[config.mk]
export PLATFORM = sky130hd
export DESIGN_NAME = xor_bcc_frame_receiver_core_flat
export DESIGN_NICKNAME = d
export VERILOG_FILES = /design/src/rtl/core/xbfr_pkg.sv /design/src/rtl/core/xbfr_in_if.sv /design/src/rtl/core/xbfr_out_if.sv /design/src/rtl/core/xbfr_tracker.sv /design/src/rtl/core/xbfr_reply.sv /design/src/rtl/core/xor_bcc_frame_receiver_core.sv /design/src/flat_wrapper.sv
export SDC_FILE = /design/constraint.sdc
export NUM_CORES = 1
export LEC_CHECK = 0
export ABC_AREA = 1
export BUFFER_PORTS_ARGS = -buffer_cell sky130_fd_sc_hd__clkbuf_2
export CAP_MARGIN = 40
export CORE_AREA = 2 2 88 90
export DETAILED_ROUTE_END_ITERATION = 12
export DIE_AREA = 0 0 90 92
export HOLD_SLACK_MARGIN = 0.03
export PLACE_DENSITY_LB_ADDON = 0.08
export SLEW_MARGIN = 0
export SYNTH_ARGS = -nofsm -noshare
export SYNTH_HDL_FRONTEND = slang
export SYNTH_SLANG_ARGS = --single-unit
[constraint.sdc]
create_clock -name clk -period 6.9 [get_ports clk]
set_input_delay 0.345 -clock clk [delete_from_list [all_inputs] [get_ports clk]]
set_output_delay 0.345 -clock clk [all_outputs]
set_load 0.01 [all_outputs]
[src/rtl/core/xbfr_pkg.sv]
`timescale 1ns / 1ps

package xbfr_pkg;

  localparam int MAX_PAYLOAD = 256;
  localparam int CNT_MAX     = MAX_PAYLOAD + 7;
  localparam int CNT_W       = $clog2(CNT_MAX + 1);
  localparam int PLEN_W      = 9;
  localparam int BEAT_W      = 3;

  localparam logic [7:0] FLAG_BYTE = 8'h7E;
  localparam logic [7:0] ADDR_RX   = 8'h01;
  localparam logic [7:0] CTL_REJ0  = 8'h01;
  localparam logic [7:0] CTL_REJ1  = 8'h81;
  localparam logic [7:0] CTL_RR0   = 8'h05;
  localparam logic [7:0] CTL_RR1   = 8'h85;

  localparam logic [CNT_W-1:0] IDX_FLAG  = CNT_W'(0);
  localparam logic [CNT_W-1:0] IDX_ADDR  = CNT_W'(1);
  localparam logic [CNT_W-1:0] IDX_CTL   = CNT_W'(2);
  localparam logic [CNT_W-1:0] IDX_HCHK  = CNT_W'(3);
  localparam logic [CNT_W-1:0] IDX_SHORT = CNT_W'(5);
  localparam logic [CNT_W-1:0] IDX_LONG  = CNT_W'(MAX_PAYLOAD + 5);
  localparam logic [CNT_W-1:0] IDX_SAT   = CNT_W'(CNT_MAX);

  localparam logic [BEAT_W-1:0] BEAT_FLAG0 = BEAT_W'(0);
  localparam logic [BEAT_W-1:0] BEAT_ADDR  = BEAT_W'(1);
  localparam logic [BEAT_W-1:0] BEAT_CTL   = BEAT_W'(2);
  localparam logic [BEAT_W-1:0] BEAT_CHK   = BEAT_W'(3);
  localparam logic [BEAT_W-1:0] BEAT_FLAG1 = BEAT_W'(4);

  typedef enum logic [2:0] {
    ST_OK    = 3'd0,
    ST_SHORT = 3'd1,
    ST_FLAG  = 3'd2,
    ST_HDR   = 3'd3,
    ST_DATA  = 3'd4,
    ST_LONG  = 3'd5
  } status_t;

  typedef struct packed {
    status_t           status;
    logic              reply;
    logic              seq;
    logic [PLEN_W-1:0] plen;
  } frame_desc_t;

endpackage

[src/rtl/core/xbfr_in_if.sv]
`timescale 1ns / 1ps

interface xbfr_in_if;
  logic       valid;
  logic       ready;
  logic [7:0] rx_byte;
  logic       frame_end;

  modport source (output valid, output rx_byte, output frame_end, input ready);
  modport sink   (input valid, input rx_byte, input frame_end, output ready);
endinterface

[src/rtl/core/xbfr_out_if.sv]
`timescale 1ns / 1ps

interface xbfr_out_if;
  logic       valid;
  logic       ready;
  logic [7:0] reply_byte;
  logic       reply_valid;
  logic       run_last;
  logic [2:0] status;
  logic [8:0] payload_length;
  logic       sequence_res;

  modport source (output valid, output reply_byte, output reply_valid, output run_last,
                  output status, output payload_length, output sequence_res,
                  input ready);
  modport sink   (input valid, input reply_byte, input reply_valid, input run_last,
                  input status, input payload_length, input sequence_res,
                  output ready);
endinterface

[src/rtl/core/xbfr_tracker.sv]
`timescale 1ns / 1ps

module xbfr_tracker (
  input  logic                 clk,
  input  logic                 rst_n,
  input  logic                 accept,
  input  logic [7:0]           rx_byte,
  input  logic                 frame_end,
  output logic                 desc_vld,
  output xbfr_pkg::frame_desc_t desc
);
  import xbfr_pkg::*;

  logic [CNT_W-1:0] count_r, count_nxt;
  logic             sflag_r, sflag_nxt;
  logic [7:0]       addr_r, addr_nxt;
  logic [7:0]       ctl_r, ctl_nxt;
  logic             hdr_ok_r, hdr_ok_nxt;
  logic [7:0]       xor_r, xor_nxt;
  logic             seq_r, seq_nxt;
  status_t          status;
  logic [CNT_W-1:0] plen_full;

  always_comb begin
    if (count_r < IDX_SHORT) begin
      status = ST_SHORT;
    end else if (count_r > IDX_LONG) begin
      status = ST_LONG;
    end else if (!sflag_r || rx_byte != FLAG_BYTE) begin
      status = ST_FLAG;
    end else if (!hdr_ok_r) begin
      status = ST_HDR;
    end else if (xor_r != 8'h00) begin
      status = ST_DATA;
    end else begin
      status = ST_OK;
    end
  end

  assign plen_full = count_r - IDX_SHORT;

  always_comb begin
    desc_vld    = accept && frame_end;
    desc.status = status;
    desc.reply  = (status == ST_OK) || (status == ST_DATA);
    desc.seq    = (status == ST_OK) ? ~seq_r : seq_r;
    desc.plen   = (status == ST_OK) ? plen_full[PLEN_W-1:0] : '0;
  end

  always_comb begin
    count_nxt  = count_r;
    sflag_nxt  = sflag_r;
    addr_nxt   = addr_r;
    ctl_nxt    = ctl_r;
    hdr_ok_nxt = hdr_ok_r;
    xor_nxt    = xor_r;
    seq_nxt    = seq_r;
    if (accept) begin
      if (frame_end) begin
        count_nxt  = '0;
        sflag_nxt  = 1'b0;
        hdr_ok_nxt = 1'b0;
        xor_nxt    = 8'h00;
        seq_nxt    = desc.seq;
      end else begin
        if (count_r == IDX_FLAG) begin
          sflag_nxt = (rx_byte == FLAG_BYTE);
        end else if (count_r == IDX_ADDR) begin
          addr_nxt = rx_byte;
        end else if (count_r == IDX_CTL) begin
          ctl_nxt = rx_byte;
        end else if (count_r == IDX_HCHK) begin
          hdr_ok_nxt = (rx_byte == (addr_r ^ ctl_r));
        end else begin
          xor_nxt = xor_r ^ rx_byte;
        end
        if (count_r < IDX_SAT) begin
          count_nxt = count_r + CNT_W'(1);
        end
      end
    end
  end

  always_ff @(posedge clk) begin
    if (!rst_n) begin
      count_r  <= '0;
      sflag_r  <= 1'b0;
      hdr_ok_r <= 1'b0;
      xor_r    <= 8'h00;
      seq_r    <= 1'b0;
    end else begin
      count_r  <= count_nxt;
      sflag_r  <= sflag_nxt;
      hdr_ok_r <= hdr_ok_nxt;
      xor_r    <= xor_nxt;
      seq_r    <= seq_nxt;
    end
  end

  always_ff @(posedge clk) begin
    addr_r <= addr_nxt;
    ctl_r  <= ctl_nxt;
  end

endmodule

[src/rtl/core/xbfr_reply.sv]
`timescale 1ns / 1ps

module xbfr_reply (
  input  logic                  clk,
  input  logic                  rst_n,
  input  logic                  desc_vld,
  input  xbfr_pkg::frame_desc_t desc,
  output logic                  slot_free,
  xbfr_out_if.source            out_ch
);
  import xbfr_pkg::*;

  logic              pend_vld_r, pend_vld_nxt;
  frame_desc_t       pend_r, pend_nxt;
  logic              act_vld_r, act_vld_nxt;
  frame_desc_t       act_r, act_nxt;
  logic [BEAT_W-1:0] beat_r, beat_nxt;
  logic [7:0]        ctl;
  logic [7:0]        frame_byte;
  logic              last;
  logic              act_free;

  // Control byte of the reply: RR carries the new sequence, REJ the current one.
  always_comb begin
    if (act_r.status == ST_OK) begin
      ctl = act_r.seq ? CTL_RR1 : CTL_RR0;
    end else begin
      ctl = act_r.seq ? CTL_REJ1 : CTL_REJ0;
    end
  end

  always_comb begin
    case (beat_r)
      BEAT_FLAG0: frame_byte = FLAG_BYTE;
      BEAT_ADDR:  frame_byte = ADDR_RX;
      BEAT_CTL:   frame_byte = ctl;
      BEAT_CHK:   frame_byte = ADDR_RX ^ ctl;
      BEAT_FLAG1: frame_byte = FLAG_BYTE;
      default:    frame_byte = 8'h00;
    endcase
  end

  assign last = !act_r.reply || (beat_r == BEAT_FLAG1);

  assign out_ch.valid          = act_vld_r;
  assign out_ch.reply_byte     = act_r.reply ? frame_byte : 8'h00;
  assign out_ch.reply_valid    = act_r.reply;
  assign out_ch.run_last       = last;
  assign out_ch.status         = act_r.status;
  assign out_ch.payload_length = act_r.plen;
  assign out_ch.sequence_res   = act_r.seq;

  assign act_free  = !act_vld_r || (out_ch.ready && last);
  assign slot_free = !pend_vld_r || act_free;

  always_comb begin
    act_vld_nxt  = act_vld_r;
    act_nxt      = act_r;
    beat_nxt     = beat_r;
    pend_vld_nxt = pend_vld_r;
    pend_nxt     = pend_r;
    if (act_free) begin
      act_vld_nxt  = pend_vld_r;
      act_nxt      = pend_r;
      beat_nxt     = BEAT_FLAG0;
      pend_vld_nxt = 1'b0;
    end else if (out_ch.ready) begin
      beat_nxt = beat_r + BEAT_W'(1);
    end
    if (desc_vld) begin
      pend_vld_nxt = 1'b1;
      pend_nxt     = desc;
    end
  end

  always_ff @(posedge clk) begin
    if (!rst_n) begin
      pend_vld_r <= 1'b0;
      act_vld_r  <= 1'b0;
      beat_r     <= BEAT_FLAG0;
    end else begin
      pend_vld_r <= pend_vld_nxt;
      act_vld_r  <= act_vld_nxt;
      beat_r     <= beat_nxt;
    end
  end

  always_ff @(posedge clk) begin
    pend_r <= pend_nxt;
    act_r  <= act_nxt;
  end

endmodule

[src/rtl/core/xor_bcc_frame_receiver_core.sv]
`timescale 1ns / 1ps

// Channel   Direction  Carries
// in_ch     sink       rx_byte, frame_end
// out_ch    source     reply_byte, reply_valid, run_last, status, payload_length,
//                      sequence_res
//
// One received byte is taken per cycle while in_ch is ready. A final byte leaves a
// frame verdict in a one-entry slot; the reply unit moves it to its active register
// and sends five reply bytes or one status result, one per cycle while out_ch is
// ready. Bytes of the next frame keep flowing while a reply is sent; in_ch stalls
// only while the slot still holds a verdict that the reply unit has not taken.
// Reset is synchronous and active low, and it clears the sequence bit.

module xor_bcc_frame_receiver_core (
  input  logic       clk,
  input  logic       rst_n,
  xbfr_in_if.sink    in_ch,
  xbfr_out_if.source out_ch
);
  import xbfr_pkg::*;

  logic        accept;
  logic        desc_vld;
  frame_desc_t desc;
  logic        slot_free;

  assign in_ch.ready = slot_free;
  assign accept      = in_ch.valid && slot_free;

  xbfr_tracker u_tracker (
    .clk       (clk),
    .rst_n     (rst_n),
    .accept    (accept),
    .rx_byte   (in_ch.rx_byte),
    .frame_end (in_ch.frame_end),
    .desc_vld  (desc_vld),
    .desc      (desc)
  );

  xbfr_reply u_reply (
    .clk       (clk),
    .rst_n     (rst_n),
    .desc_vld  (desc_vld),
    .desc      (desc),
    .slot_free (slot_free),
    .out_ch    (out_ch)
  );

endmodule

[src/flat_wrapper.sv]
// flat-port wrapper written by rule: the top's interface ports become plain ports
module xor_bcc_frame_receiver_core_flat import xbfr_pkg::*;
  (clk, rst_n, in_ch_valid, in_ch_rx_byte, in_ch_frame_end, in_ch_ready, out_ch_valid, out_ch_reply_byte, out_ch_reply_valid, out_ch_run_last, out_ch_status, out_ch_payload_length, out_ch_sequence_res, out_ch_ready);
  xbfr_in_if in_ch_i ();
  xbfr_out_if out_ch_i ();
  input  logic clk;
  input  logic rst_n;
  input wire logic [$bits(in_ch_i.valid)-1:0] in_ch_valid;
  input wire logic [$bits(in_ch_i.rx_byte)-1:0] in_ch_rx_byte;
  input wire logic [$bits(in_ch_i.frame_end)-1:0] in_ch_frame_end;
  output wire logic [$bits(in_ch_i.ready)-1:0] in_ch_ready;
  output wire logic [$bits(out_ch_i.valid)-1:0] out_ch_valid;
  output wire logic [$bits(out_ch_i.reply_byte)-1:0] out_ch_reply_byte;
  output wire logic [$bits(out_ch_i.reply_valid)-1:0] out_ch_reply_valid;
  output wire logic [$bits(out_ch_i.run_last)-1:0] out_ch_run_last;
  output wire logic [$bits(out_ch_i.status)-1:0] out_ch_status;
  output wire logic [$bits(out_ch_i.payload_length)-1:0] out_ch_payload_length;
  output wire logic [$bits(out_ch_i.sequence_res)-1:0] out_ch_sequence_res;
  input wire logic [$bits(out_ch_i.ready)-1:0] out_ch_ready;
  assign in_ch_i.valid = in_ch_valid;
  assign in_ch_i.rx_byte = in_ch_rx_byte;
  assign in_ch_i.frame_end = in_ch_frame_end;
  assign in_ch_ready = in_ch_i.ready;
  assign out_ch_valid = out_ch_i.valid;
  assign out_ch_reply_byte = out_ch_i.reply_byte;
  assign out_ch_reply_valid = out_ch_i.reply_valid;
  assign out_ch_run_last = out_ch_i.run_last;
  assign out_ch_status = out_ch_i.status;
  assign out_ch_payload_length = out_ch_i.payload_length;
  assign out_ch_sequence_res = out_ch_i.sequence_res;
  assign out_ch_i.ready = out_ch_ready;
  xor_bcc_frame_receiver_core u_core (.clk(clk), .rst_n(rst_n), .in_ch(in_ch_i), .out_ch(out_ch_i));
endmodule
# Word level (Yosys, flattened, before mapping)
# Index checks and enable logic that the tools add are counted.
totals:
  ff_bits: 69
  out_inout_bits: 25
op_classes:
  n_addsub: 3
  magnitude_cmp: 3
  n_eq_ne: 15
  n_mux: 27
  n_bitwise: 8
  reduce_logical: 30
op_table:
  columns: ["operator", "n"]
  rows:
  - ["8-bit 2-to-1 mux", 9]
  - ["8-bit case mux with 4 select lines", 1]
  - ["9-bit by 2-bit == test with 1-bit output, second input constant", 2]
  - ["9-bit 2-to-1 mux", 2]
  - ["8-bit bitwise XOR", 2]
  - ["3-bit 2-to-1 mux", 5]
  - ["5-bit AND reduction", 3]
  - ["1-bit 2-to-1 mux", 10]
  - ["9-bit by 1-bit adder with 9-bit output, second input constant", 1]
  - ["9-bit by 1-bit == test with 1-bit output, second input constant", 1]
  - ["9-bit greater-than comparator, second input constant", 1]
  - ["3-bit logical NOT", 3]
  - ["9-bit logical NOT", 1]
  - ["9-bit by 3-bit less-than comparator with 1-bit output, second input constant", 1]
  - ["9-bit less-than comparator, second input constant", 1]
  - ["9-bit by 3-bit subtractor with 9-bit output, second input constant", 1]
  - ["8-bit by 7-bit == test with 1-bit output, second input constant", 1]
  - ["8-bit == test", 1]
  - ["2-bit inequality test, second input constant", 4]
  - ["8-bit by 7-bit inequality test with 1-bit output, second input constant", 1]
  - ["2-bit nonzero test", 4]
  - ["8-bit nonzero test", 1]
  - ["3-bit by 2-bit == test with 1-bit output, second input constant", 2]
  - ["3-bit == test, second input constant", 2]
  - ["9 further kinds", 26]

# Logic depth before layout (Yosys ltp)
# Gate-level depths: netlist of run 1.
logic_depth:
  word_depth: 8
  depth_mapped: 12

# Modules after synthesis
# A second synthesis of run 1 with hierarchy kept.
unflattened:
  hier_cells: 371
  area_unflattened_um2: 3473.3
modules_own_cells:
  columns: ["mod", "instances", "cells_each", "area_each_um2", "seq_area_each_um2"]
  rows:
  - ["xbfr_tracker", 1, 290, 2245.9, 880.8]
  - ["xbfr_reply", 1, 79, 1219.9, 940.9]
  - ["xor_bcc_frame_receiver_core", 1, 2, 7.5, 0.0]

# Least setup slack after synthesis of run 1
# No wires, ideal clock.
synth_path:
  kind: "flip-flop to flip-flop"
  start: "register u_core.u_reply.beat_r[0]"
  end: "register u_core.u_tracker.ctl_r[0], enable pin"
  setup_time_ns: 0.395
  t_arrival_ns: 1.954
  path_slack_ns: 4.551
  stages_incl_launch_ff: 9
  cell_sequence: "dfxtp_1 inv_1 ha_1 nand2_1 nand2_1 nand2_1 nand3_2 nand2_4 nor4_1"
synth_via:
  elab_chain_len: 7
synth_rtl:
  columns: ["element", "line", "source"]
  rows:
  - ["start, declared", "xbfr_reply.sv:17", "logic [BEAT_W-1:0] beat_r, beat_nxt;"]
  - ["start signal, assigned", "xbfr_reply.sv:84", "beat_r <= beat_nxt;"]
  - ["3-bit == test", "xbfr_reply.sv:43", "assign last = !act_r.reply || (beat_r == BEAT_FLAG1);"]
  - ["1-bit logical OR", "xbfr_reply.sv:43", null]
  - ["named net out_ch_run_last", "flat_wrapper.sv:15", "output wire logic [$bits(out_ch_i.run_last)-1:0] out_ch_run_last;"]
  - ["1-bit logical AND", "xbfr_reply.sv:53", "assign act_free = !act_vld_r || (out_ch.ready && last);"]
  - ["1-bit logical OR", "xbfr_reply.sv:53", null]
  - ["1-bit logical OR", "xbfr_reply.sv:54", "assign slot_free = !pend_vld_r || act_free;"]
  - ["named net in_ch_ready", "flat_wrapper.sv:11", "output wire logic [$bits(in_ch_i.ready)-1:0] in_ch_ready;"]
  - ["1-bit logical AND", "xor_bcc_frame_receiver_core.sv:29", "assign accept = in_ch.valid && slot_free;"]
  - ["5-bit AND reduction (no source line)", null, null]
  - ["end signal, assigned", "xbfr_tracker.sv:102", "ctl_r <= ctl_nxt;"]
  - ["end, declared", "xbfr_tracker.sv:17", "logic [7:0] ctl_r, ctl_nxt;"]
# The timed path passes the listed nets, and every way through them passes these cells.
# A chain may end at the register's enable or synchronous reset.

# Worst setup path after layout of run 1
layout_path:
  start: "register u_core.u_reply.beat_r[0]"
  end: "output port in_ch_ready"
layout_via:
  elab_chain_len: 5
layout_rtl:
  columns: ["element", "line"]
  rows:
  - ["3-bit == test", "xbfr_reply.sv:43"]
  - ["1-bit logical OR", "xbfr_reply.sv:43"]
  - ["1-bit logical AND", "xbfr_reply.sv:53"]
  - ["1-bit logical OR", "xbfr_reply.sv:53"]
  - ["1-bit logical OR", "xbfr_reply.sv:54"]
  - ["end, declared", "flat_wrapper.sv:11"]
# No other way between the ends.

==> results of run 1 <==
## stage by stage
step	hold slack (ns)	setup slack, ns	cell area [µm²]	utilization [%]	instances
floorplan	0.4003	4.551	3548	-	379
global placement	0.4029	4.545	3825	51.36	511
detailed placement	0.4045	4.911	3832	51.46	512
CTS	0.2515	4.946	4046	54.33	528
global route	0.2700	4.773	4046	54.33	528
finish	0.2685	4.978	4046	54.33	528
## per-layer routing
| metal | up-vias | share of wire (%) | track usage [%] |
|---|---|---|---|
| met5 | - | 0 | 0 |
| met4 | 0 | 2.0 | 8.462 |
| met3 | 11 | 3.0 | 3.205 |
| met2 | 46 | 46 | 28.63 |
| met1 | 1121 | 49 | 22.12 |
| li1 | 1332 | - | - |
## final timing paths
check	endpoint	slack, ns	cells after the start
worst max-delay path	in_ch_ready	4.98	7
worst max register to register	u_core.u_reply.pend_r[6]$_SDFFCE_PP0P_	4.98	9
worst min-delay path	u_core.u_tracker.ctl_r[7]$_DFFE_PP_	0.27	1
worst min register to register	u_core.u_reply.out_ch.status[2]$_DFFE_PP_	0.42	0
## cell type report
cell class / instances / share of cell area (%)
flip-flops and latches: 69 / 45.02
multi-input cells: 265 / 38.00
repair buffers: 40 / 5.133
inverters: 36 / 3.401
well taps: 102 / 3.154
clock buffers: 9 / 3.061
clock inverters: 7 / 2.226
## power by group through the flow
stage | Combinational, mW | Clock [mW] | Sequential (mW)
final | 0.0680 | 0.356 | 0.454
after global routing | 0.0767 | 0.383 | 0.456
after CTS | 0.0689 | 0.368 | 0.454
after detailed placement | 0.0684 | 0 | 0.464
after global placement | 0.0677 | 0 | 0.464
after floorplan | 0.0448 | 0 | 0.465
## cells in the final DEF (no fill, tap or decap), types with 3 or more instances in the layout
cell      synthesis  layout
nor3_1            5       5
nand2_2           7       7
nand3_1          13      13
buf_4             4       3
xor2_1           13      13
nor2_1           45      45
clkinv_1          2       3
nand4_1           8       8
nand2_4           3       3
nand3_2           5       5
dfxtp_1          25      25
a21oi_1          26      26
clkbuf_8          0       9
edfxtp_1         44      44
nor2_8            3       3
inv_2             7       7
inv_1            26      26
nand2_1          85      85
xnor2_1          12      12
clkbuf_2          0      37
o21ai_0           6       6
nand3b_1          3       3
or2_2             5       5
ha_1             10      10
nor2_2            4       4
## cell families (layout without fill, tap and decap cells)
kind of cell | Yosys count | in the layout | synth area share (%)
AND/OR/NAND/NOR | 194 | 194 | 28.38
flip-flops | 69 | 69 | 51.34
buffers and inverters | 45 | 92 | 5.325
AO/OA/AOI/OAI | 36 | 36 | 5.254
XOR/XNOR | 25 | 25 | 6.171
adder cells (fa/ha/maj) | 10 | 10 | 3.526
## synthesized netlist by cell type
master    count
nand3_1      13
inv_2         7
nand3b_1      3
nand2_4       3
nor2_4        2
ha_1         10
nor2_1       45
nand4_1       8
clkbuf_1      3
or2_2         5
xor2_1       13
buf_4         4
o211ai_1      1
o41ai_1       1
nor4_1        2
o21ai_1       2
clkinv_1      2
inv_1        26
edfxtp_1     44
inv_4         1
dfxtp_1      25
nand3_2       5
nor2_8        3
nand2_2       7
xnor2_1      12
nor2_2        4
o21ai_0       6
nand3_4       2
nand4_4       2
nor3_1        5
nand2_1      85
buf_2         2
a21oi_1      26
## registers in the layout (all words and copies together), names as in the netlist, 3 cells and up
signal	flops
u_core.u_reply.beat_r	3
u_core.u_tracker.xor_r	8
u_core.u_tracker.addr_r	8
u_core.u_tracker.ctl_r	8
u_core.u_reply.out_ch.payload_length	9
u_core.u_reply.pend_r	14
u_core.u_tracker.count_r	9
u_core.u_reply.out_ch.status	3
==> flow_metrics.py, run 1 <==
metrics = {
    "run_status": {
        "outcome": "complete, no violations",
    },
    "yosys": {
        "synthDistinctLibCells": 33,
        "ys_warn_count": 0,
        "synth_area_leader_cell": "edfxtp_1",
        "syn-cell-area_mm2": 0.003548,
        "ys_top_cells_by_area": "edfxtp_1, dfxtp_1, nand2_1, nor2_1, a21oi_1",
        "seq_area_frac_synth_pct": 51.34,
        "synth_cells": 379,
        "synth_nets": 402,
        "synth_top_area_share_pct": 37.24,
        "synth.avg_cell_area_um2": 9.363,
        "ys_ff_latch": 69,
    },
    "pwr": {
        "ir_drop_uv": 111.3,
        "seq_power_share_pct": 51.7,
        "leakagePower_nw": 1.685,
        "internal_power_mw": 0.6738,
        "switching_share_pct": 23.32,
        "pwr-share-clk_pct": 40.5,
        "switching_power_mw": 0.2050,
        "power-per-cell-area_mw_per_mm2": 217.2,
        "power_frac_comb_pct": 7.7,
        "power.total_mw": 0.8787,
    },
    "cells_and_area": {
        "nFillCells": 713,
        "area_growth_pct": 14.03,
        "layout.nets": 444,
        "seq_area_mm2": 0.001822,
        "n_antenna_cell": 0,
        "drive_above_1_share_pct": 22.54,
        "multiInputGateArea_mm2": 0.001538,
    },
    "worst_setup_path": {
        "cp_top_family": "flip-flops",
        "path_class": "reg -> out",
        "crit_buf_inv": 2,
        "cp_slowest_cell": "dfxtp_1",
        "cp.arrival_ns": 1.58,
        "endpoint_kind": "primary output",
        "crit_chain": "inv_1 > ha_1 > nand2_1 > nand2_1 > nand2_1 > nand3_2 > clkbuf_2",
        "crit_fanout": 4,
        "crit_top_cell": "nand2_1",
        "r2r_start": "u_core.u_reply.beat_r[0]$_SDFFE_PP0P_",
        "crit_path_start_kind": "flop",
        "slowest_delay_ns": 0.39,
        "worstPathRequired_ns": 6.55,
        "startpoint": "u_core.u_reply.beat_r[0]$_SDFFE_PP0P_",
    },
    "grt": {
        "grt_use_total_pct": 17.37,
        "grt_max_degree": 19,
        "grt_overflow": 0,
        "antenna_found_initial": 0,
        "grt_pass1_wl_mm": 11.45,
        "grt_pass1_vias": 2475,
    },
    "routing": {
        "dr.pass1.iters": 4,
        "drcViolationCount": 0,
        "drt-wirelength-per-cell_um": 12.03,
        "drt_iter0_markers": 79,
        "wirelength_mm": 6.354,
        "vias": 2510,
        "ant_nets": 0,
        "via_per_inst": 4.754,
    },
    "clocking": {
        "ctsHoldBuffers": 0,
        "cts_tree": "done",
        "post_cts_resized": 0,
        "root_buffer": "clkbuf_8",
        "htree_levels": 3,
        "clk_pin_slew_ns": 0.07,
        "cts.path.max_buffers": 2,
        "clkSinkCount": 69,
        "cts_setup_buffers": 0,
        "numCtsBuffers": 9,
        "clock_latency_ns": 0.35,
    },
    "min_path": {
        "hold_start": "in_ch_rx_byte[7]",
        "hold_path.class": "in -> reg",
    },
    "sta": {
        "final-setup-viol-count": 0,
        "rsz0062_at_grt": "false",
        "tightest_slew_ns": 0.5346,
        "tns_ns": 0,
        "hold_violations": 0,
        "fmax_mhz": 520.2,
        "max-slew-margin-rel_pct": 64.14,
        "drv_slew": 0,
        "finalClockSkew_ns": 0.01179,
        "timing.final.crit_share_pct": 27.86,
        "min_period_ns": 1.922,
    },
    "floorplan": {
        "rows": 32,
        "die-area_mm2": 0.008280,
        "coreArea_mm2": 0.007447,
        "io_pins": 38,
        "initial_core_util_pct": 47.65,
        "die_h_um": 92,
        "die_w_um": 90,
    },
    "placement": {
        "globalplace.congestion": 0.8244,
        "io_buffer_count": 37,
        "dp_hpwl_mm": 4.630,
    },
    "run": {
        "cap_violations": 0,
    },
}
No activity file was read; power rests on OpenSTA's default activity.
==> run 2, diff against run 1 <==
- ABC_AREA: 1 -> 0
- CORE_AREA: 2 2 88 90 -> 2 2 83 85
- DIE_AREA: 0 0 90 92 -> 0 0 85 87
- clock period: 6.9 -> 1.8 ns (I/O delays scaled with it)
==> run 2 against run 1 <==
Against the previous run:
- the flow now finishes with violations (negative setup slack)
- routed wire length fell by 0.63%
- non-clock buffer count rose by 61
- power rose to 4.0 times the previous value
- register-to-register slack got worse by 5.1 ns
- area after synthesis fell by 12%
- clock-buffer cell count did not move
- utilization rose by 12 points
- worst hold slack got worse by 0.22 ns
- global-route usage rose by 0.99 points
- first-iteration DRC count fell by 23%
- critical endpoint is now u_core.u_tracker.seq_r$_SDFFE_PN0P_
==> flow_metrics.py, run 2 <==
metrics = {
    "grt": {
        "grt_pass1_vias": 2187,
        "grt_pass1_wl_mm": 10.33,
        "grt_overflow": 0,
        "grt_max_degree": 15,
        "antenna_found_initial": 0,
        "grt_use_total_pct": 18.36,
    },
    "floorplan": {
        "coreArea_mm2": 0.006569,
        "die_w_um": 85,
        "die-area_mm2": 0.007395,
        "initial_core_util_pct": 47.66,
        "die_h_um": 87,
        "io_pins": 38,
        "rows": 30,
    },
    "cells_and_area": {
        "stdcell_count": 465,
        "fin_util_pct": 66.69,
        "regMostFlops": "u_core.u_reply.pend_r",
        "largest_reg_flops": 14,
        "area_growth_pct": 39.93,
        "final_cell_mix": "buf_4, edfxtp_1, clkbuf_2, nor2_1, nand2_1",
        "final_common_cell": "buf_4",
        "n_antenna_cell": 0,
        "layout.nets": 403,
        "drive_above_1_share_pct": 41.04,
    },
    "yosys": {
        "synth-edff-count": 44,
        "ys_top_cells_by_area": "edfxtp_1, dfxtp_1, xor2_1, xnor2_1, ha_1",
        "ys_warn_count": 0,
        "seq_area_frac_synth_pct": 58.19,
        "synth_nets": 303,
        "syn-cell-area_mm2": 0.003131,
        "synth_top_area_share_pct": 42.21,
        "yosys_most_used_dff": "edfxtp_1",
        "synth_area_leader_cell": "edfxtp_1",
        "synth_common_cells": "edfxtp_1, nor2_1, dfxtp_1, nand2_1, xor2_1",
        "synth.avg_cell_area_um2": 11.18,
        "yosys.cell_count.top_type": "edfxtp_1",
        "async_reset_ff_share_pct": 0,
        "synth_cells": 280,
        "ys_ff_latch": 69,
        "synthDistinctLibCells": 42,
    },
    "min_path": {
        "min_to": "u_core.u_reply.pend_vld_r$_SDFFE_PN0P_",
        "hold_path.class": "in -> reg",
        "hold_depth": 3,
        "hold_start": "in_ch_frame_end",
    },
    "sta": {
        "rsz0062_at_grt": "true",
        "min_period_ns": 1.957,
        "timing.final.crit_share_pct": 108.7,
        "tightest_slew_ns": 0.6289,
        "drv_slew": 0,
        "final-setup-viol-count": 32,
        "final.setup.worst_slack_ns": -0.1572,
        "finalClockSkew_ns": 0.008001,
        "fmax_mhz": 510.9,
        "hold_violations": 0,
        "max-slew-margin-rel_pct": 57.69,
    },
    "worst_setup_path": {
        "cp_slowest_cell": "or4_4",
        "worstPathRequired_ns": 2.04,
        "crit_top_cell": "o21a_1",
        "rrSetupSlack_ns": -0.16,
        "slowest_delay_ns": 0.52,
        "crit_fanout": 3,
        "endpoint_kind": "flop",
        "r2r-end": "u_core.u_tracker.seq_r$_SDFFE_PN0P_",
        "cp_top_family": "compound AO/OA/AOI/OAI gates",
        "cp.arrival_ns": 2.20,
        "crit_path_start_kind": "flop",
        "path_class": "reg -> reg",
        "crit_chain": "or4_4 > a211o_1 > a2111o_1 > o21a_1 > o21a_1",
        "r2r_start": "u_core.u_tracker.count_r[5]$_SDFFE_PN0P_",
        "r2r_cells": 5,
        "crit_buf_inv": 0,
    },
    "routing": {
        "via_per_inst": 4.948,
        "vias": 2301,
        "ant_nets": 0,
        "drcViolationCount": 0,
        "wirelength_mm": 6.314,
        "drt-wirelength-per-cell_um": 13.58,
        "drt_iter0_markers": 61,
        "dr.pass1.iters": 4,
    },
    "placement": {
        "globalplace.congestion": 0.7890,
        "io_buffer_count": 37,
        "place_inst": 437,
        "dp_hpwl_mm": 4.522,
    },
    "clocking": {
        "htree_levels": 3,
        "numCtsBuffers": 9,
        "root_buffer": "clkbuf_8",
        "clk_pin_slew_ns": 0.08,
        "clkSinkCount": 69,
        "cts_tree": "done",
        "clock_latency_ns": 0.35,
        "cts.path.max_buffers": 2,
    },
    "run_status": {
        "violations": "negative setup slack",
        "outcome": "finished, violations left",
    },
    "pwr": {
        "leakagePower_nw": 1.814,
        "power-per-cell-area_mw_per_mm2": 799.0,
        "power.total_mw": 3.500,
        "ir_drop_uv": 515.2,
    },
    "run": {
        "cap_violations": 0,
    },
}
[run 2: changes by cell type in the layout (fill, tap and decap cells not counted), sizes merged, moves of 5 or more]
cell and delta:
nor2 -23, o21ai -5, inv -18, xnor2 +5, a21oi -18, buf +60, clkinv -5, nand2 -72
xor2 +8
[run 2: cell families (layout without fill, tap and decap cells)]
| logic type | count (synthesis) | in the layout | synth area share, % |
|---|---|---|---|
| simple gates | 109 | 109 | 16.95 |
| xor+xnor | 38 | 38 | 10.63 |
| buf+inv | 26 | 131 | 3.877 |
| mux | 1 | 1 | 0.3198 |
| flops | 69 | 69 | 58.19 |
| compound gates | 27 | 27 | 6.036 |
| fa+ha+maj | 10 | 10 | 3.997 |
[run 2: report_power, final]
group / switching (mW) / total (mW) / leakage (nW) / internal (mW)
logic: 0.188 / 0.350 / 1.08 / 0.162
registers: 0.0195 / 1.74 / 0.632 / 1.72
clock network: 0.620 / 1.41 / 0.106 / 0.786
total: 0.827 / 3.50 / 1.81 / 2.67
[run 2: how the worst max path moves through the flow]
stage	start	to	slack (ns)	cells past startpoint
floorplan	u_core.u_tracker.count_r[5]$_SDFFE_PN0P_	u_core.u_tracker.seq_r$_SDFFE_PN0P_	-0.22	6
global placement	u_core.u_tracker.count_r[5]$_SDFFE_PN0P_	u_core.u_tracker.ctl_r[4]$_DFFE_PP_	-0.15	6
detailed placement	u_core.u_tracker.count_r[5]$_SDFFE_PN0P_	u_core.u_reply.pend_r[3]$_SDFFCE_PP0P_	-0.18	6
CTS	u_core.u_tracker.count_r[5]$_SDFFE_PN0P_	u_core.u_tracker.seq_r$_SDFFE_PN0P_	-0.16	5
global route	u_core.u_tracker.count_r[5]$_SDFFE_PN0P_	u_core.u_reply.pend_r[9]$_DFFE_PP_	-0.23	6
finish	u_core.u_tracker.count_r[5]$_SDFFE_PN0P_	u_core.u_tracker.seq_r$_SDFFE_PN0P_	-0.16	5
[run 2: routing by layer]
layer	wire (µm)	share of wire (%)	global-route usage, %	up-vias
met3	198	3.1	3.697	12
met2	3105	49	31.11	47
li1	-	-	-	1183
met5	0	0	0	-
met1	2870	45	22.81	1059
met4	140	2.2	8.081	0
[run 2: area by class of cell]
type	count	area (µm²)
Clock inverter	7	97.59
Multi-Input combinational cell	185	1443
Tap cell	80	100.1
Sequential cell	69	1832
Fill cell	527	2188
Inverter	14	55.05
Clock buffer	9	123.9
Timing Repair Buffer	101	729.5
[run 2: timing repair]
item,CTS,global route
gates resized for setup,39,15
buffers inserted,8,2
hold buffers,2,0
hold endpoints to repair,2,0
setup endpoints to repair,38,62
pin swaps,29,21
[run 2: metrics by stage]
step	hold slack [ns]	TNS [ns]	cell area, µm²	worst slack (ns)
floorplan	0.1846	-3.251	3201	-0.2234
global placement	0.3568	-3.634	3816	-0.1535
detailed placement	0.3673	-4.193	3816	-0.1759
CTS	0.03831	-1.695	4300	-0.1625
global route	0.07393	-5.575	4380	-0.2334
finish	0.04923	-2.197	4380	-0.1572
[run 2: worst reg2reg max path: cells and delay by family (launching register included)]
family,cells,cell delay (ns)
flip-flops,1,0.32
AND/OR/NAND/NOR,1,0.52
AO/OA/AOI/OAI,4,1.00
